==> src/rtl/core/jbt_pkg.sv <==
// jbt_pkg: shared types, token codes, character codes and keyword helpers
// for the JSON byte tokenizer. No dependencies.

package jbt_pkg;

   // Default sizes handed to the top level
   localparam int LINE_BITS_DEFAULT   = 16;
   localparam int QUEUE_DEPTH_DEFAULT = 4;
   localparam int LINE_OUT_BITS       = 16;

   // Token kinds
   localparam logic [3:0] KIND_LBRACE   = 4'd0;
   localparam logic [3:0] KIND_RBRACE   = 4'd1;
   localparam logic [3:0] KIND_LBRACKET = 4'd2;
   localparam logic [3:0] KIND_RBRACKET = 4'd3;
   localparam logic [3:0] KIND_COMMA    = 4'd4;
   localparam logic [3:0] KIND_COLON    = 4'd5;
   localparam logic [3:0] KIND_STRBYTE  = 4'd6;
   localparam logic [3:0] KIND_STREND   = 4'd7;
   localparam logic [3:0] KIND_WORDBYTE = 4'd8;
   localparam logic [3:0] KIND_NUMBER   = 4'd9;
   localparam logic [3:0] KIND_TRUE     = 4'd10;
   localparam logic [3:0] KIND_FALSE    = 4'd11;
   localparam logic [3:0] KIND_NULL     = 4'd12;

   // Characters
   localparam logic [7:0] CHR_NUL      = 8'h00;
   localparam logic [7:0] CHR_NEWLINE  = 8'h0A;
   localparam logic [7:0] CHR_SPACE    = 8'h20;
   localparam logic [7:0] CHR_QUOTE    = 8'h22;
   localparam logic [7:0] CHR_COMMA    = 8'h2C;
   localparam logic [7:0] CHR_COLON    = 8'h3A;
   localparam logic [7:0] CHR_LBRACKET = 8'h5B;
   localparam logic [7:0] CHR_RBRACKET = 8'h5D;
   localparam logic [7:0] CHR_LBRACE   = 8'h7B;
   localparam logic [7:0] CHR_RBRACE   = 8'h7D;

   // Keyword slots: bit 0 true, bit 1 false, bit 2 null
   localparam logic [1:0] KW_TRUE  = 2'd0;
   localparam logic [1:0] KW_FALSE = 2'd1;
   localparam logic [1:0] KW_NULL  = 2'd2;
   localparam logic [2:0] KW_ALL   = 3'b111;

   // Scanner state, one-hot
   typedef enum logic [3:0] {
      MODE_IDLE = 4'b0001,
      MODE_STR  = 4'b0010,
      MODE_WORD = 4'b0100,
      MODE_DONE = 4'b1000
   } jbt_mode_type;

   // One queued job: one or two result beats caused by one input byte
   typedef struct packed {
      logic [3:0]               kind0;
      logic [7:0]               value0;
      logic [3:0]               kind1;
      logic                     two;
      logic [LINE_OUT_BITS-1:0] line;
   } jbt_job_type;

   function automatic logic [2:0] kw_len(input logic [1:0] k);
      case (k)
         KW_TRUE:  kw_len = 3'd4;
         KW_FALSE: kw_len = 3'd5;
         KW_NULL:  kw_len = 3'd4;
         default:  kw_len = 3'd0;
      endcase
   endfunction

   function automatic logic [7:0] kw_char(input logic [1:0] k, input logic [2:0] idx);
      logic [39:0] text;
      case (k)
         KW_TRUE:  text = {"true", 8'h00};
         KW_FALSE: text = "false";
         KW_NULL:  text = {"null", 8'h00};
         default:  text = '0;
      endcase
      case (idx)
         3'd0:    kw_char = text[39:32];
         3'd1:    kw_char = text[31:24];
         3'd2:    kw_char = text[23:16];
         3'd3:    kw_char = text[15:8];
         3'd4:    kw_char = text[7:0];
         default: kw_char = 8'h00;
      endcase
   endfunction

   // Drop every keyword that the next word byte rules out
   function automatic logic [2:0] word_cand(input logic [2:0] cand, input logic [2:0] len,
                                            input logic [7:0] b);
      logic [2:0] res;
      res = cand;
      for (int k = 0; k < 3; k++) begin
         if (!(len < kw_len(2'(k)) && kw_char(2'(k), len) == b)) begin
            res[k] = 1'b0;
         end
      end
      word_cand = res;
   endfunction

   function automatic logic [3:0] close_kind(input logic [2:0] cand, input logic [2:0] len);
      logic [3:0] kind;
      kind = KIND_NUMBER;
      if (cand[KW_TRUE] && len == kw_len(KW_TRUE)) kind = KIND_TRUE;
      if (cand[KW_FALSE] && len == kw_len(KW_FALSE)) kind = KIND_FALSE;
      if (cand[KW_NULL] && len == kw_len(KW_NULL)) kind = KIND_NULL;
      close_kind = kind;
   endfunction

endpackage

==> src/rtl/core/jbt_if.sv <==
// jbt_if: valid/ready channel interfaces for the tokenizer's text input and
// token output. Depends on nothing.

interface jbt_req_if;
   logic       valid;
   logic       ready;
   logic [7:0] text_byte;
   logic       final_byte;

   modport source (output valid, output text_byte, output final_byte, input ready);
   modport sink (input valid, input text_byte, input final_byte, output ready);
endinterface

interface jbt_rsp_if;
   logic        valid;
   logic        ready;
   logic [3:0]  token_kind;
   logic [7:0]  value_byte;
   logic [15:0] line_number;
   logic        run_last;

   modport source (output valid, output token_kind, output value_byte,
                   output line_number, output run_last, input ready);
   modport sink (input valid, input token_kind, input value_byte,
                 input line_number, input run_last, output ready);
endinterface

==> src/rtl/core/jbt_front.sv <==
// jbt_front: accepts text bytes, runs the scanner state and turns each byte that causes tokens
// into a job of up to two token beats. Depends on jbt_pkg and jbt_req_if.

module jbt_front import jbt_pkg::*; #(
   parameter int LINE_BITS = LINE_BITS_DEFAULT
) (
   input  logic        clock,
   input  logic        reset,
   jbt_req_if.sink     req_bus,
   input  logic        queue_full,
   output logic        push,
   output jbt_job_type push_job
);

   jbt_mode_type           mode_ff, mode_in;
   logic [2:0]             cand_ff, cand_in;
   logic [2:0]             wlen_ff, wlen_in;
   logic [LINE_BITS-1:0]   line_ff, line_in;
   logic [LINE_BITS-1:0]   line_inc;
   logic [LINE_OUT_BITS-1:0] line_show;

   logic       accept;
   logic [7:0] b;
   logic       is_term;
   logic       idle_tok, idle_nl, idle_end, idle_quote, idle_space;
   logic [3:0] idle_kind;
   logic [1:0] pcount;
   logic [3:0] pk0, pk1, fk;
   logic [7:0] pv0;
   logic       fin_emit;

   assign req_bus.ready = ~queue_full;
   assign accept        = req_bus.valid & ~queue_full;
   assign b             = req_bus.text_byte;

   assign line_inc = (&line_ff) ? line_ff : line_ff + LINE_BITS'(1);

   if (LINE_BITS > LINE_OUT_BITS) begin : g_line_sat
      assign line_show = (|line_ff[LINE_BITS-1:LINE_OUT_BITS]) ? '1
                                                                : line_ff[LINE_OUT_BITS-1:0];
   end else begin : g_line_ext
      assign line_show = LINE_OUT_BITS'(line_ff);
   end

   assign is_term = (b == CHR_NUL) || (b == CHR_COMMA) || (b == CHR_SPACE) ||
                    (b == CHR_NEWLINE) || (b == CHR_RBRACE) || (b == CHR_RBRACKET);

   // Classify the byte as seen between tokens
   always_comb begin
      idle_tok   = 1'b1;
      idle_kind  = KIND_LBRACE;
      idle_nl    = 1'b0;
      idle_end   = 1'b0;
      idle_quote = 1'b0;
      idle_space = 1'b0;
      case (b)
         CHR_LBRACE:   idle_kind = KIND_LBRACE;
         CHR_RBRACE:   idle_kind = KIND_RBRACE;
         CHR_LBRACKET: idle_kind = KIND_LBRACKET;
         CHR_RBRACKET: idle_kind = KIND_RBRACKET;
         CHR_COMMA:    idle_kind = KIND_COMMA;
         CHR_COLON:    idle_kind = KIND_COLON;
         CHR_NUL: begin
            idle_tok = 1'b0;
            idle_end = 1'b1;
         end
         CHR_NEWLINE: begin
            idle_tok = 1'b0;
            idle_nl  = 1'b1;
         end
         CHR_SPACE: begin
            idle_tok   = 1'b0;
            idle_space = 1'b1;
         end
         CHR_QUOTE: begin
            idle_tok   = 1'b0;
            idle_quote = 1'b1;
         end
         default: idle_tok = 1'b0;
      endcase
   end

   always_comb begin
      mode_in  = mode_ff;
      cand_in  = cand_ff;
      wlen_in  = wlen_ff;
      line_in  = line_ff;
      pcount   = 2'd0;
      pk0      = KIND_NUMBER;
      pv0      = 8'h00;
      pk1      = KIND_NUMBER;
      fk       = KIND_STREND;
      fin_emit = 1'b0;

      case (mode_ff)
         MODE_STR: begin
            pcount = 2'd1;
            if (b == CHR_NUL) begin
               pk0     = KIND_STREND;
               mode_in = MODE_DONE;
            end else if (b == CHR_QUOTE) begin
               pk0     = KIND_STREND;
               mode_in = MODE_IDLE;
            end else begin
               pk0 = KIND_STRBYTE;
               pv0 = b;
            end
         end
         MODE_WORD: begin
            if (is_term) begin
               // close the word, then treat the byte as between tokens
               pk0     = close_kind(cand_ff, wlen_ff);
               mode_in = idle_end ? MODE_DONE : MODE_IDLE;
               if (idle_tok) begin
                  pcount = 2'd2;
                  pk1    = idle_kind;
               end else begin
                  pcount = 2'd1;
               end
               if (idle_nl) line_in = line_inc;
            end else begin
               pcount  = 2'd1;
               pk0     = KIND_WORDBYTE;
               pv0     = b;
               cand_in = word_cand(cand_ff, wlen_ff, b);
               wlen_in = (wlen_ff == 3'd7) ? wlen_ff : wlen_ff + 3'd1;
            end
         end
         MODE_IDLE: begin
            if (idle_end) begin
               mode_in = MODE_DONE;
            end else if (idle_tok) begin
               pcount = 2'd1;
               pk0    = idle_kind;
            end else if (idle_nl) begin
               line_in = line_inc;
            end else if (idle_quote) begin
               mode_in = MODE_STR;
            end else if (!idle_space) begin
               // first byte of a word
               pcount  = 2'd1;
               pk0     = KIND_WORDBYTE;
               pv0     = b;
               cand_in = word_cand(KW_ALL, 3'd0, b);
               wlen_in = 3'd1;
               mode_in = MODE_WORD;
            end
         end
         default: ;
      endcase

      // Last byte of the file: close what is open, then back to reset values
      if (req_bus.final_byte) begin
         if (mode_in == MODE_WORD) begin
            fin_emit = 1'b1;
            fk       = close_kind(cand_in, wlen_in);
         end else if (mode_in == MODE_STR) begin
            fin_emit = 1'b1;
            fk       = KIND_STREND;
         end
         mode_in = MODE_IDLE;
         cand_in = KW_ALL;
         wlen_in = 3'd0;
         line_in = LINE_BITS'(1);
      end
   end

   // Pack the beats of this byte into one job
   always_comb begin
      push_job.line = line_show;
      if (pcount == 2'd0) begin
         push_job.kind0  = fk;
         push_job.value0 = 8'h00;
         push_job.kind1  = fk;
         push_job.two    = 1'b0;
      end else begin
         push_job.kind0  = pk0;
         push_job.value0 = pv0;
         if (pcount == 2'd2) begin
            push_job.kind1 = pk1;
            push_job.two   = 1'b1;
         end else begin
            push_job.kind1 = fk;
            push_job.two   = fin_emit;
         end
      end
   end

   assign push = accept & ((pcount != 2'd0) | fin_emit);

   always_ff @(posedge clock) begin
      if (reset) begin
         mode_ff <= MODE_IDLE;
         cand_ff <= KW_ALL;
         wlen_ff <= 3'd0;
         line_ff <= LINE_BITS'(1);
      end else if (accept) begin
         mode_ff <= mode_in;
         cand_ff <= cand_in;
         wlen_ff <= wlen_in;
         line_ff <= line_in;
      end
   end

endmodule

==> src/rtl/core/jbt_queue.sv <==
// jbt_queue: small job FIFO between the scanner front and the beat back end.
// Depends on jbt_pkg.

module jbt_queue import jbt_pkg::*; #(
   parameter int QUEUE_DEPTH = QUEUE_DEPTH_DEFAULT
) (
   input  logic        clock,
   input  logic        reset,
   input  logic        push,
   input  jbt_job_type push_job,
   output logic        full,
   input  logic        pop,
   output logic        head_valid,
   output jbt_job_type head_job
);

   localparam int PTR_BITS   = $clog2(QUEUE_DEPTH);
   localparam int COUNT_BITS = $clog2(QUEUE_DEPTH + 1);

   jbt_job_type           slot_ff [QUEUE_DEPTH];
   logic [PTR_BITS-1:0]   wr_ptr_ff, wr_ptr_in;
   logic [PTR_BITS-1:0]   rd_ptr_ff, rd_ptr_in;
   logic [COUNT_BITS-1:0] count_ff, count_in;

   assign full       = (count_ff == COUNT_BITS'(QUEUE_DEPTH));
   assign head_valid = (count_ff != '0);
   assign head_job   = slot_ff[rd_ptr_ff];

   always_comb begin
      wr_ptr_in = wr_ptr_ff;
      rd_ptr_in = rd_ptr_ff;
      count_in  = count_ff;
      if (push) begin
         wr_ptr_in = (wr_ptr_ff == PTR_BITS'(QUEUE_DEPTH - 1)) ? '0 : wr_ptr_ff + PTR_BITS'(1);
      end
      if (pop) begin
         rd_ptr_in = (rd_ptr_ff == PTR_BITS'(QUEUE_DEPTH - 1)) ? '0 : rd_ptr_ff + PTR_BITS'(1);
      end
      if (push && !pop) begin
         count_in = count_ff + COUNT_BITS'(1);
      end else if (pop && !push) begin
         count_in = count_ff - COUNT_BITS'(1);
      end
   end

   always_ff @(posedge clock) begin
      if (reset) begin
         wr_ptr_ff <= '0;
         rd_ptr_ff <= '0;
         count_ff  <= '0;
      end else begin
         wr_ptr_ff <= wr_ptr_in;
         rd_ptr_ff <= rd_ptr_in;
         count_ff  <= count_in;
      end
   end

   always_ff @(posedge clock) begin
      if (push) begin
         slot_ff[wr_ptr_ff] <= push_job;
      end
   end

endmodule

==> src/rtl/core/jbt_back.sv <==
// jbt_back: output register that plays each queued job out as one or two
// token beats. Depends on jbt_pkg and jbt_rsp_if.

module jbt_back import jbt_pkg::*; (
   input  logic        clock,
   input  logic        reset,
   input  logic        head_valid,
   input  jbt_job_type head_job,
   output logic        pop,
   jbt_rsp_if.source   rsp_bus
);

   logic        valid_ff, valid_in;
   logic        phase_ff, phase_in;
   jbt_job_type job_ff, job_in;
   logic        last_beat;
   logic        taken;

   assign last_beat = phase_ff | ~job_ff.two;
   assign taken     = valid_ff & rsp_bus.ready;
   assign pop       = head_valid & (~valid_ff | (taken & last_beat));

   assign rsp_bus.valid       = valid_ff;
   assign rsp_bus.token_kind  = phase_ff ? job_ff.kind1 : job_ff.kind0;
   assign rsp_bus.value_byte  = phase_ff ? 8'h00 : job_ff.value0;
   assign rsp_bus.line_number = job_ff.line;
   assign rsp_bus.run_last    = last_beat;

   always_comb begin
      valid_in = valid_ff;
      phase_in = phase_ff;
      job_in   = job_ff;
      if (pop) begin
         valid_in = 1'b1;
         phase_in = 1'b0;
         job_in   = head_job;
      end else if (taken) begin
         if (last_beat) begin
            valid_in = 1'b0;
         end else begin
            phase_in = 1'b1;
         end
      end
   end

   always_ff @(posedge clock) begin
      if (reset) begin
         valid_ff <= 1'b0;
         phase_ff <= 1'b0;
      end else begin
         valid_ff <= valid_in;
         phase_ff <= phase_in;
      end
   end

   always_ff @(posedge clock) begin
      job_ff <= job_in;
   end

endmodule

==> src/rtl/core/json_byte_tokenizer.sv <==
// json_byte_tokenizer: top level of the JSON byte tokenizer.
// Throughput: one byte per cycle while the job queue is not full. Each job passes from
// the queue to the output register; a byte that causes two tokens uses two output beats.
// The job queue (QUEUE_DEPTH entries) absorbs bursts of two-token bytes and output stalls.
// Reset (synchronous, active high): scanner idle, line count one, queue and output empty.
// Depends on jbt_pkg, jbt_if, jbt_front, jbt_queue and jbt_back.

module json_byte_tokenizer import jbt_pkg::*; #(
   parameter int LINE_BITS   = LINE_BITS_DEFAULT,   // 8 to 32
   parameter int QUEUE_DEPTH = QUEUE_DEPTH_DEFAULT  // 2 or more
) (
   input logic       clock,
   input logic       reset,
   jbt_req_if.sink   req_bus,
   jbt_rsp_if.source rsp_bus
);

   // Front to queue
   logic        push;
   jbt_job_type push_job;
   logic        queue_full;

   // Queue to back
   logic        pop;
   logic        head_valid;
   jbt_job_type head_job;

   // Front: hold the scanner state, classify each byte, and build one job for
   // every byte that produces tokens. It stalls only when the queue is full.
   jbt_front #(
      .LINE_BITS (LINE_BITS)
   ) u_front (
      .clock      (clock),
      .reset      (reset),
      .req_bus    (req_bus),
      .queue_full (queue_full),
      .push       (push),
      .push_job   (push_job)
   );

   // Queue: decouple the byte side from the token side.
   jbt_queue #(
      .QUEUE_DEPTH (QUEUE_DEPTH)
   ) u_queue (
      .clock      (clock),
      .reset      (reset),
      .push       (push),
      .push_job   (push_job),
      .full       (queue_full),
      .pop        (pop),
      .head_valid (head_valid),
      .head_job   (head_job)
   );

   // Back: advance through each job one beat at a time and flag the last beat
   // of every byte with run_last.
   jbt_back u_back (
      .clock      (clock),
      .reset      (reset),
      .head_valid (head_valid),
      .head_job   (head_job),
      .pop        (pop),
      .rsp_bus    (rsp_bus)
   );

endmodule

==> src/flat_wrapper.sv <==
// flat-port wrapper written by rule: the top's interface ports become plain ports
module json_byte_tokenizer_flat import jbt_pkg::*;
#(
   parameter int LINE_BITS   = LINE_BITS_DEFAULT,             
   parameter int QUEUE_DEPTH = QUEUE_DEPTH_DEFAULT              
)
  (clock, reset, req_bus_valid, req_bus_text_byte, req_bus_final_byte, req_bus_ready, rsp_bus_valid, rsp_bus_token_kind, rsp_bus_value_byte, rsp_bus_line_number, rsp_bus_run_last, rsp_bus_ready);
  jbt_req_if req_bus_i ();
  jbt_rsp_if rsp_bus_i ();
  input logic clock;
  input logic reset;
  input wire logic [$bits(req_bus_i.valid)-1:0] req_bus_valid;
  input wire logic [$bits(req_bus_i.text_byte)-1:0] req_bus_text_byte;
  input wire logic [$bits(req_bus_i.final_byte)-1:0] req_bus_final_byte;
  output wire logic [$bits(req_bus_i.ready)-1:0] req_bus_ready;
  output wire logic [$bits(rsp_bus_i.valid)-1:0] rsp_bus_valid;
  output wire logic [$bits(rsp_bus_i.token_kind)-1:0] rsp_bus_token_kind;
  output wire logic [$bits(rsp_bus_i.value_byte)-1:0] rsp_bus_value_byte;
  output wire logic [$bits(rsp_bus_i.line_number)-1:0] rsp_bus_line_number;
  output wire logic [$bits(rsp_bus_i.run_last)-1:0] rsp_bus_run_last;
  input wire logic [$bits(rsp_bus_i.ready)-1:0] rsp_bus_ready;
  assign req_bus_i.valid = req_bus_valid;
  assign req_bus_i.text_byte = req_bus_text_byte;
  assign req_bus_i.final_byte = req_bus_final_byte;
  assign req_bus_ready = req_bus_i.ready;
  assign rsp_bus_valid = rsp_bus_i.valid;
  assign rsp_bus_token_kind = rsp_bus_i.token_kind;
  assign rsp_bus_value_byte = rsp_bus_i.value_byte;
  assign rsp_bus_line_number = rsp_bus_i.line_number;
  assign rsp_bus_run_last = rsp_bus_i.run_last;
  assign rsp_bus_i.ready = rsp_bus_ready;
  json_byte_tokenizer #(.LINE_BITS(LINE_BITS), .QUEUE_DEPTH(QUEUE_DEPTH)) u_core (.clock(clock), .reset(reset), .req_bus(req_bus_i), .rsp_bus(rsp_bus_i));
endmodule
==> config.mk <==
export PLATFORM = sky130hd
export DESIGN_NAME = json_byte_tokenizer_flat
export DESIGN_NICKNAME = d
export VERILOG_FILES = /design/src/rtl/core/jbt_pkg.sv /design/src/rtl/core/jbt_if.sv /design/src/rtl/core/jbt_front.sv /design/src/rtl/core/jbt_queue.sv /design/src/rtl/core/jbt_back.sv /design/src/rtl/core/json_byte_tokenizer.sv /design/src/flat_wrapper.sv
export SDC_FILE = /design/constraint.sdc
export NUM_CORES = 1
export LEC_CHECK = 0
export ABC_CLOCK_PERIOD_IN_PS = 6900
export BUFFER_PORTS_ARGS = -buffer_cell sky130_fd_sc_hd__clkbuf_2
export CORE_MARGIN = 2
export CORE_UTILIZATION = 55
export DETAILED_ROUTE_END_ITERATION = 12
export GPL_TIMING_DRIVEN = 0
export PLACE_DENSITY = 0.72
export SLEW_MARGIN = 20
export SYNTH_ARGS = -nofsm -noshare
export SYNTH_HDL_FRONTEND = slang
export SYNTH_HIERARCHICAL = 1
export SYNTH_SLANG_ARGS = --single-unit
export TNS_END_PERCENT = 30
==> constraint.sdc <==
create_clock -name clock -period 6.9 [get_ports clock]
set_clock_uncertainty 0.2 [all_clocks]
set_input_delay 0.69 -clock clock [delete_from_list [all_inputs] [get_ports clock]]
set_output_delay 0.69 -clock clock [all_outputs]
set_load 0.02 [all_outputs]
==> impl_summary.md, run 1 <==
Outcome
The flow ran to the end, and the final reports show no timing, DRC or antenna violations.

Cells and area
Of the cells placed in the final design, the portion with a size suffix greater than 1 is 0.2094. Summing all flip-flop and latch instances after layout gives 0.005695 mm2. Counting the fill cells in the layout gives 1173.

The post-route standard cell area excluding fillers is 0.01034 mm2. In the final layout, the multi-input gates occupy 0.002940 mm2. The area growth from synthesis to final layout is 14.35%. The antenna diode instance count is 0. The number of nets in the layout is 737.

Logic synthesis
The leading cell type by number of instances after synthesis is edfxtp_1. By count the netlist is led by 165 x edfxtp_1, 47 x nor2_1, 40 x nand2_1, 37 x dfxtp_1, 30 x mux4_2. The largest total area in the synthesized netlist belongs to edfxtp_1.

Of the post-synthesis cell area, the dominant cell type holds 0.5479. The area fraction in compound gates after synthesis came to 0.06530. The adder-cell share of the synthesized area is 0.01743.

Yosys attributes the largest share of cell area to edfxtp_1 55%, dfxtp_1 8.2%, mux4_2 7.5%. After synthesis, the share of cell area in mux cells is 0.09532. The Yosys step of the flow raised 6 warnings. Averaged over all synthesized cells, the footprint is 14.04 um2. Among all flip-flop cells after synthesis, the most frequent one is edfxtp_1. The flip-flop and latch count after synthesis is 202. The part of the Yosys area used for sequential elements is 0.6298. The cell count after synthesis came out at 644. Of the total synthesized cell area, the portion taken by AND, OR, NAND and NOR gates is 0.1205. The combinational family with the most area after synthesis is simple AND/OR/NAND/NOR gates. Yosys mapped a number of flops with a built-in enable equal to 165. The post-synth net total is 669. Of the total synthesized cell area, the portion taken by XOR and XNOR cells is 0.02518. For this run, asynchronously set or reset flops after synthesis account for 0.

The summed instance area of the synthesized netlist is 0.009044 mm2. The count of cell types in the netlist is 68.

STA
Setup repair after global routing left no endpoint under its margin. For the final routed database, the setup TNS stands at 0 ps. At the pin with the least slew margin, the transition time is 1040 ps. Headroom to the max-slew limit came out at 0.3049. The worst path in the final design needs a cycle of 4883 ps, including I/O delays and setup. The final number of max-transition violations is 0. The number of endpoints with negative hold slack in the final report is 0.

Based on the critical path, the design can be clocked at up to 0.2048 GHz. The fraction of the cycle the final worst path needs is 0.7077. The number of setup violations in the final report is 0.

Die
The number of top-level pins is 44. The total area inside the core boundary comes to 0.01600 mm2. The overall die area is 0.01748 mm2. From left edge to right edge, the die measures 132.2 um. Row generation in the floorplan step produced 46 rows. The initial core utilization is 0.5652.

The die is 132.2 um tall.

CTS
The number of gates resized after cts is 0. CTS built an H-tree with a depth of 1. The buffer levels on the longest clock path is 3.

The number of hold buffers added after CTS was 0. The buffers inserted during post-CTS setup optimization is 0. The clock net sink count is 202. The clock latency of the later-clocked register in the worst-skew pair is 490 ps. The library cell used as clock root buffer is clkbuf_16.

Clock-pin slew was measured on the worst setup and hold paths at 60 ps. The TritonCTS clock tree is done. The total CTS buffers is 21.

Detailed routing
The routed layout has 5552 vias. The count of nets left with antenna violations once routing finished came out at 0. The first-pass detailed-route iteration total is 6. After detailed routing, the average wire length per cell comes to 20.07 um. The remaining design rule violation count is 0. The total length of routed wires is 18910 um. The first-iteration detailed-routing DRC count is 469. Dividing the detail-routed via count by the number of cells gives 5.894.

Setup path
The required time of the worst setup path is 7120 ps. The logic depth of the worst register-to-register path is 14. The data arrival time at the worst-slack endpoint is 5100 ps. The startpoint identified for the worst register-to-register timing path is u_core/u_front/mode_ff[2]. For flop-to-flop paths, the worst setup slack is 2310 ps. The maximum fanout count along the critical path is 9. The end of the worst register-to-register path is u_core/u_queue/count_ff[2]. Counting both buffers and inverters, the worst setup path holds a total of 3. In this design, the largest share of critical-path delay is due to simple AND/OR/NAND/NOR gates. The master of the slowest instance on the critical path is a21oi_1. The class of the most critical setup path is input port to flop. STA classifies the critical path endpoint as a flop. The critical path goes through buf_2 > nor4b_1 > nand4_1 > and3_1 > clkbuf_1 > a21boi_0 > o22ai_1 > xor2_1 > nand3b_1 > a21oi_1 > ha_1 > inv_1 > fa_1 > xor2_1 > or3_1 > a21oi_1. For this run, the slowest stage of the critical path takes 580 ps.

The category of the worst setup path launch point is an input port.

Pwr
The reported leakage power is 3.613 nW. VDD sags by at most 0.2173 mV. Dividing total power by cell area gives a power density of 381.6 mW/mm2.

Placement
The detailed placement HPWL is 12820 um. In this run the tool buffered the top-level ports with 40 buffer cells. Routability-driven placement finished with a final weighted congestion of 0.8785. The placed instances occupy a cell area of 0.009642 mm2.

Global route
The sum of overflow across all layers after global routing is 0. The number of global-route vias before repair came to 5629. Entering global routing, the biggest net connects 24 pins.

The first global-routing pass estimated 30020 um of wire. The number of antenna violations at the first check in global routing is 0. In the global route stage, overall resource usage came out at 0.2201.

Job
The reported max-cap violation count is 0.

Worst hold path
The endpoint of the worst hold path is u_core/u_back/rsp_bus.valid. The worst hold path begins at rsp_bus_ready. The path class of the lowest-slack min-delay path is input port to flop. The worst hold path was traced through 2 stages.
-- cells in the final DEF (no fill, tap or decap), types with 10 or more instances in the layout --
master     netlist  routed
nand4_1         10      10
inv_1           21      21
clkbuf_1        18      19
ha_1            11      11
edfxtp_1       165     165
xnor2_1         10      10
xor2_1          16      16
a21oi_1         25      25
nor2b_1         13      13
clkbuf_16        0      21
dfxtp_1         37      37
nand3_1         14      14
mux4_2          30      30
o21ai_0         19      19
nor2_1          47      47
buf_4           16      16
clkbuf_2         0      40
nor3_1          12      12
nand2_1         40      40
-- how the worst max path moves through the flow --
stage                              start                           end  slack [ps]  depth (start not counted)
floorplan           req_bus_text_byte[7]  u_core/u_queue/slot_ff[0][0]        2420                         10
global placement    req_bus_text_byte[0]  u_core/u_queue/slot_ff[1][4]        1150                         12
detailed placement  req_bus_text_byte[7]    u_core/u_queue/count_ff[2]        1650                         16
CTS                 req_bus_text_byte[7]    u_core/u_queue/count_ff[2]        2140                         16
global route        req_bus_text_byte[0]    u_core/u_queue/count_ff[2]        1780                         17
finish              req_bus_text_byte[7]    u_core/u_queue/count_ff[2]        2020                         16
-- state kept, by name, indices dropped and copies added, names as in the netlist, named ones only --
signal / flops
u_core/u_back/job_ff: 17
u_core/u_queue/count_ff: 3
u_core/u_front/cand_ff: 3
u_core/u_back/phase_ff: 1
u_core/u_back/rsp_bus.line_number: 16
u_core/u_back/rsp_bus.valid: 1
u_core/u_queue/wr_ptr_ff: 2
u_core/u_front/line_ff: 16
u_core/u_queue/rd_ptr_ff: 2
u_core/u_front/mode_ff: 4
u_core/u_front/wlen_ff: 3
u_core/u_queue/slot_ff: 132
-- cells by family (layout without fill, tap and decap cells) --
group	after synthesis	count (layout)
fa+ha+maj	12	12
compound gates	91	91
flops	202	202
buf+inv	71	153
xor+xnor	26	26
simple gates	199	199
mux	43	43
-- worst reg2reg max path, stage by stage, from the launching register on --
cell,delay (ps)
dfxtp_1,310
clkbuf_1,300
inv_1,90
or4_1,680
o21ai_0,440
o22ai_1,250
xor2_1,200
nand3b_1,120
a21oi_1,580
ha_1,300
inv_1,60
fa_1,370
xor2_1,160
or3_1,310
a21oi_1,160
-- power by group --
| part | leakage [nW] | internal, mW | switching (mW) |
|---|---|---|---|
| sequential | 1.82 | 1.61 | 0.0741 |
| clock | 0.347 | 0.691 | 0.439 |
| combinational | 1.45 | 0.502 | 0.627 |
-- per-layer routing --
layer | vias to the layer above | GRT usage | share of wire
met3 | 31 | 0.02884 | 0.056
met1 | 2750 | 0.2971 | 0.43
met5 | - | 0 | 0
met2 | 191 | 0.3738 | 0.49
li1 | 2580 | - | -
met4 | 0 | 0.07168 | 0.020
-- cell type report --
| type | count | share of cell area |
|---|---|---|
| sequential | 202 | 0.5508 |
| inverter | 21 | 0.007622 |
| clock buffer | 24 | 0.05384 |
| tap | 216 | 0.02613 |
| clock inverter | 13 | 0.01379 |
| buffer | 50 | 0.03303 |
| multi-input combinational | 371 | 0.2843 |
| timing repair buffer | 45 | 0.03049 |
-- through the flow --
| step | hold slack, ps | power (mW) | util | setup WS [ps] | cells |
|---|---|---|---|---|---|
| after floorplan | 255.3 | 2.502 | - | 2424 | 644 |
| after global placement | 271.2 | 2.777 | 0.5946 | 1151 | 900 |
| after detailed placement | 301.0 | 2.850 | 0.6026 | 1647 | 905 |
| after CTS | 242.1 | 3.980 | 0.6463 | 2136 | 942 |
| after global routing | 256.1 | 4.119 | 0.6463 | 1780 | 942 |
| final | 250.7 | 3.946 | 0.6463 | 2017 | 942 |
(Power assumes the default switching activity.)
==> run 2, diff against run 1 <==
--- a/config.mk
+++ b/config.mk
@@ -5,7 +5,7 @@
 export SDC_FILE = /design/constraint.sdc
 export NUM_CORES = 1
 export LEC_CHECK = 0
-export ABC_CLOCK_PERIOD_IN_PS = 6900
+export ABC_CLOCK_PERIOD_IN_PS = 4900
 export BUFFER_PORTS_ARGS = -buffer_cell sky130_fd_sc_hd__clkbuf_2
 export CORE_MARGIN = 2
 export CORE_UTILIZATION = 55
==> constraint.sdc (replaced) <==
create_clock -name clock -period 4.9 [get_ports clock]
set_clock_uncertainty 0.2 [all_clocks]
set_input_delay 0.49 -clock clock [delete_from_list [all_inputs] [get_ports clock]]
set_output_delay 0.49 -clock clock [all_outputs]
set_load 0.02 [all_outputs]
==> impl_summary.md, run 2 (synthesis results as in run 1) <==
Outcome
The flow ran to the end, and the final reports show no timing, DRC or antenna violations.

Detailed routing
The first-iteration detailed-routing DRC count was 434 (-7.5%). The routed wirelength normalized by instance count is 19.93 um (-0.70%). The via density per instance was 5.868 (-0.43%). The remaining design rule violation count came to 0 (unchanged).

The total length of routed wires is 18780 um (-0.70%). The number of vias after detailed routing is 5528 (-0.43%). The first-pass detailed-route iteration total is 5 (-1). The number of routed nets with antenna violations is 0 (unchanged).

STA
The worst max-slew margin expressed relative to the limit came to 0.3196 (+0.01467). The number of endpoints with negative hold slack in the final report came to 0 (unchanged). The measured slew at the worst slew-check pin is 1018 ps (-21.95 ps). The final total negative setup slack is 0 ps (unchanged).

Setup repair after global routing left no endpoint under its margin. The worst path in the final design needs a cycle of 4392 ps, including I/O delays and setup. The final number of max-transition violations is 0 (unchanged). The maximum achievable frequency is 0.2277 GHz. The worst hold margin is 50.32 ps (-200.4 ps). The number of setup violations in the final report is 0 (unchanged).

Of the available clock period, the critical path in the final layout requires 0.8962. The smallest setup slack after layout is 508.4 ps (-1509 ps).

CTS
The buffers inserted during post-CTS setup optimization is 0 (unchanged). TritonCTS built the clock tree. The library cell used as clock root buffer is clkbuf_16. The clock latency of the later-clocked register in the worst-skew pair is 490 ps (about the same). The total number of H-tree levels is 1 (unchanged). The clock transition at the registers of the reported paths came to 60 ps (about the same). The total CTS buffers came to 21 (unchanged). The hold buffer count at CTS came to 0 (unchanged). The buffer levels on the longest clock path is 3 (unchanged). The clock net sink count is 202 (unchanged).

Placement
The detailed placement HPWL came to 12820 um (unchanged). The instance count after placement with tap cells included is 905 (unchanged). The count of buffers from port buffering is 40 (unchanged). The global placer's final weighted congestion came to 0.8785 (unchanged). The worst-case setup slack after placement was -153.4 ps (-1800 ps).

Die
The overall die area is 0.01748 mm2 (unchanged). The placeable core region was 0.01600 mm2 (unchanged). The horizontal die dimension is 132.2 um (unchanged). The height of the die is 132.2 um (unchanged). The number of top-level pins is 44 (unchanged). The count of standard-cell rows is 46 (unchanged). The initial core utilization is 0.5652 (unchanged).

Global route
The wire length of the first global-routing pass is 30020 um (unchanged). The sum of overflow across all layers after global routing is 0 (unchanged). The number of antenna violations at the first check in global routing was 0 (unchanged). The number of global-route vias before repair was 5629 (unchanged). The overall global routing resource usage is 0.2201 (unchanged). The maximum number of pins on one net before global-route repair is 24 (unchanged).

Cells and area
The fill cell total of the finished layout is 1174 (+0.085%). The antenna diode instance count is 0 (unchanged). The number of nets in the layout came to 737 (unchanged).

The fraction of layout instances using a drive strength above 1 is 0.2107 (+0.001377). In the final layout, the registers with the most flip-flops are u_core/u_queue/slot_ff: 132 flops, u_core/u_back/job_ff: 17 flops. The area growth from synthesis to final layout was 14.39% (about the same). The number of standard cells in the final layout excluding fillers was 942 (unchanged).

In the layout the commonest cells are 165 x edfxtp_1, 47 x nor2_1, 40 x clkbuf_2, 40 x nand2_1, 37 x dfxtp_1. The flip-flop count of the largest register after layout is 132 (unchanged). Leaving out fill and tap cells, the most frequent cell in the layout is edfxtp_1.

The register name with the most flops is u_core/u_queue/slot_ff.

Setup path
The source of the critical timing path is req_bus_text_byte[7]. The required time of the worst setup path is 5120 ps (-2000 ps). The worst setup path is launched from an input port.

The worst setup path is of the input port to flop kind. The startpoint of the lowest-slack register-to-register path is u_core/u_front/mode_ff[2]. The data arrival time at the worst-slack endpoint is 4610 ps (-490 ps).

The maximum fanout count along the critical path is 9 (unchanged). The critical path endpoint is u_core/u_queue/count_ff[2]. The register-to-register path setup slack is 570 ps (-1740 ps).

In this run the critical register-to-register path is captured at u_core/u_queue/count_ff[2]. The worst setup path is captured at a flop. The logic depth of the worst register-to-register path is 14 (unchanged).

Pwr
The peak supply drop came to 0.3057 mV (+41%). The power per cell area is 537.3 mW/mm2 (+41%). The reported leakage power was 3.608 nW (-0.12%).

Job
The reported max-cap violation count came to 0 (unchanged).

Worst hold path
The path class of the lowest-slack min-delay path is input port to flop.
-- run 2: worst max-delay path: stages --
cell,delay [ps]
buf_2,160
nor4b_1,490
nand4_1,360
and3_1,260
clkbuf_1,230
a21boi_0,400
o22ai_1,200
xor2_1,200
nand3b_1,130
a21oi_2,370
ha_1,260
inv_1,60
fa_1,370
xor2_1,160
or3_1,310
a21oi_1,160
-- run 2: power by group --
part / switching, mW / internal, mW / total, mW
sequential: 0.105 / 2.27 / 2.38
clock: 0.619 / 0.972 / 1.59
combinational: 0.883 / 0.708 / 1.59
total: 1.61 / 3.95 / 5.56
-- run 2: per-layer routing --
| layer | global-route usage | vias to the layer above | wire length [um] |
|---|---|---|---|
| li1 | - | 2585 | - |
| met1 | 0.2971 | 2732 | 7996 |
| met2 | 0.3738 | 183 | 9276 |
| met3 | 0.02884 | 28 | 1126 |
| met4 | 0.07168 | 0 | 376 |
| met5 | 0 | - | 0 |
-- run 2: per-stage QoR --
stage	total power, mW	util	instance area, um2
detailed placement	4.014	0.6026	9642
global placement	3.911	0.5946	9514
floorplan	3.524	-	9044
global route	5.803	0.6465	10340
CTS	5.606	0.6463	10340
finish	5.558	0.6465	10340
-- run 2: final cells by class --
class / instances / area, um2 / area share
clock buffers: 24 / 556.8 / 0.05382
multi-input cells: 371 / 2944 / 0.2846
well taps: 216 / 270.3 / 0.02612
flip-flops and latches: 202 / 5695 / 0.5506
repair buffers: 45 / 315.3 / 0.03048
plain buffers: 50 / 341.6 / 0.03302
clock inverters: 13 / 142.6 / 0.01379
inverters: 21 / 78.83 / 0.007620
-- run 2: timing repair --
item	in CTS	in global routing
endpoints found under the hold margin	0	0
resized for setup	0	1
setup endpoints to repair	0	1
-- run 2: worst min path at each step --
stage                               start                           to  slack (ps)  depth (start not counted)
6_report                    rsp_bus_ready  u_core/u_back/rsp_bus.valid          50                          2
3_3_place_gp   u_core/u_queue/count_ff[2]   u_core/u_queue/count_ff[2]         270                          2
3_5_place_dp   u_core/u_queue/count_ff[2]   u_core/u_queue/count_ff[2]         300                          2
2_1_floorplan  u_core/u_queue/count_ff[2]   u_core/u_queue/count_ff[2]         260                          2
4_1_cts                     rsp_bus_ready  u_core/u_back/rsp_bus.valid          40                          2
5_1_grt                     rsp_bus_ready  u_core/u_back/rsp_bus.valid          60                          2
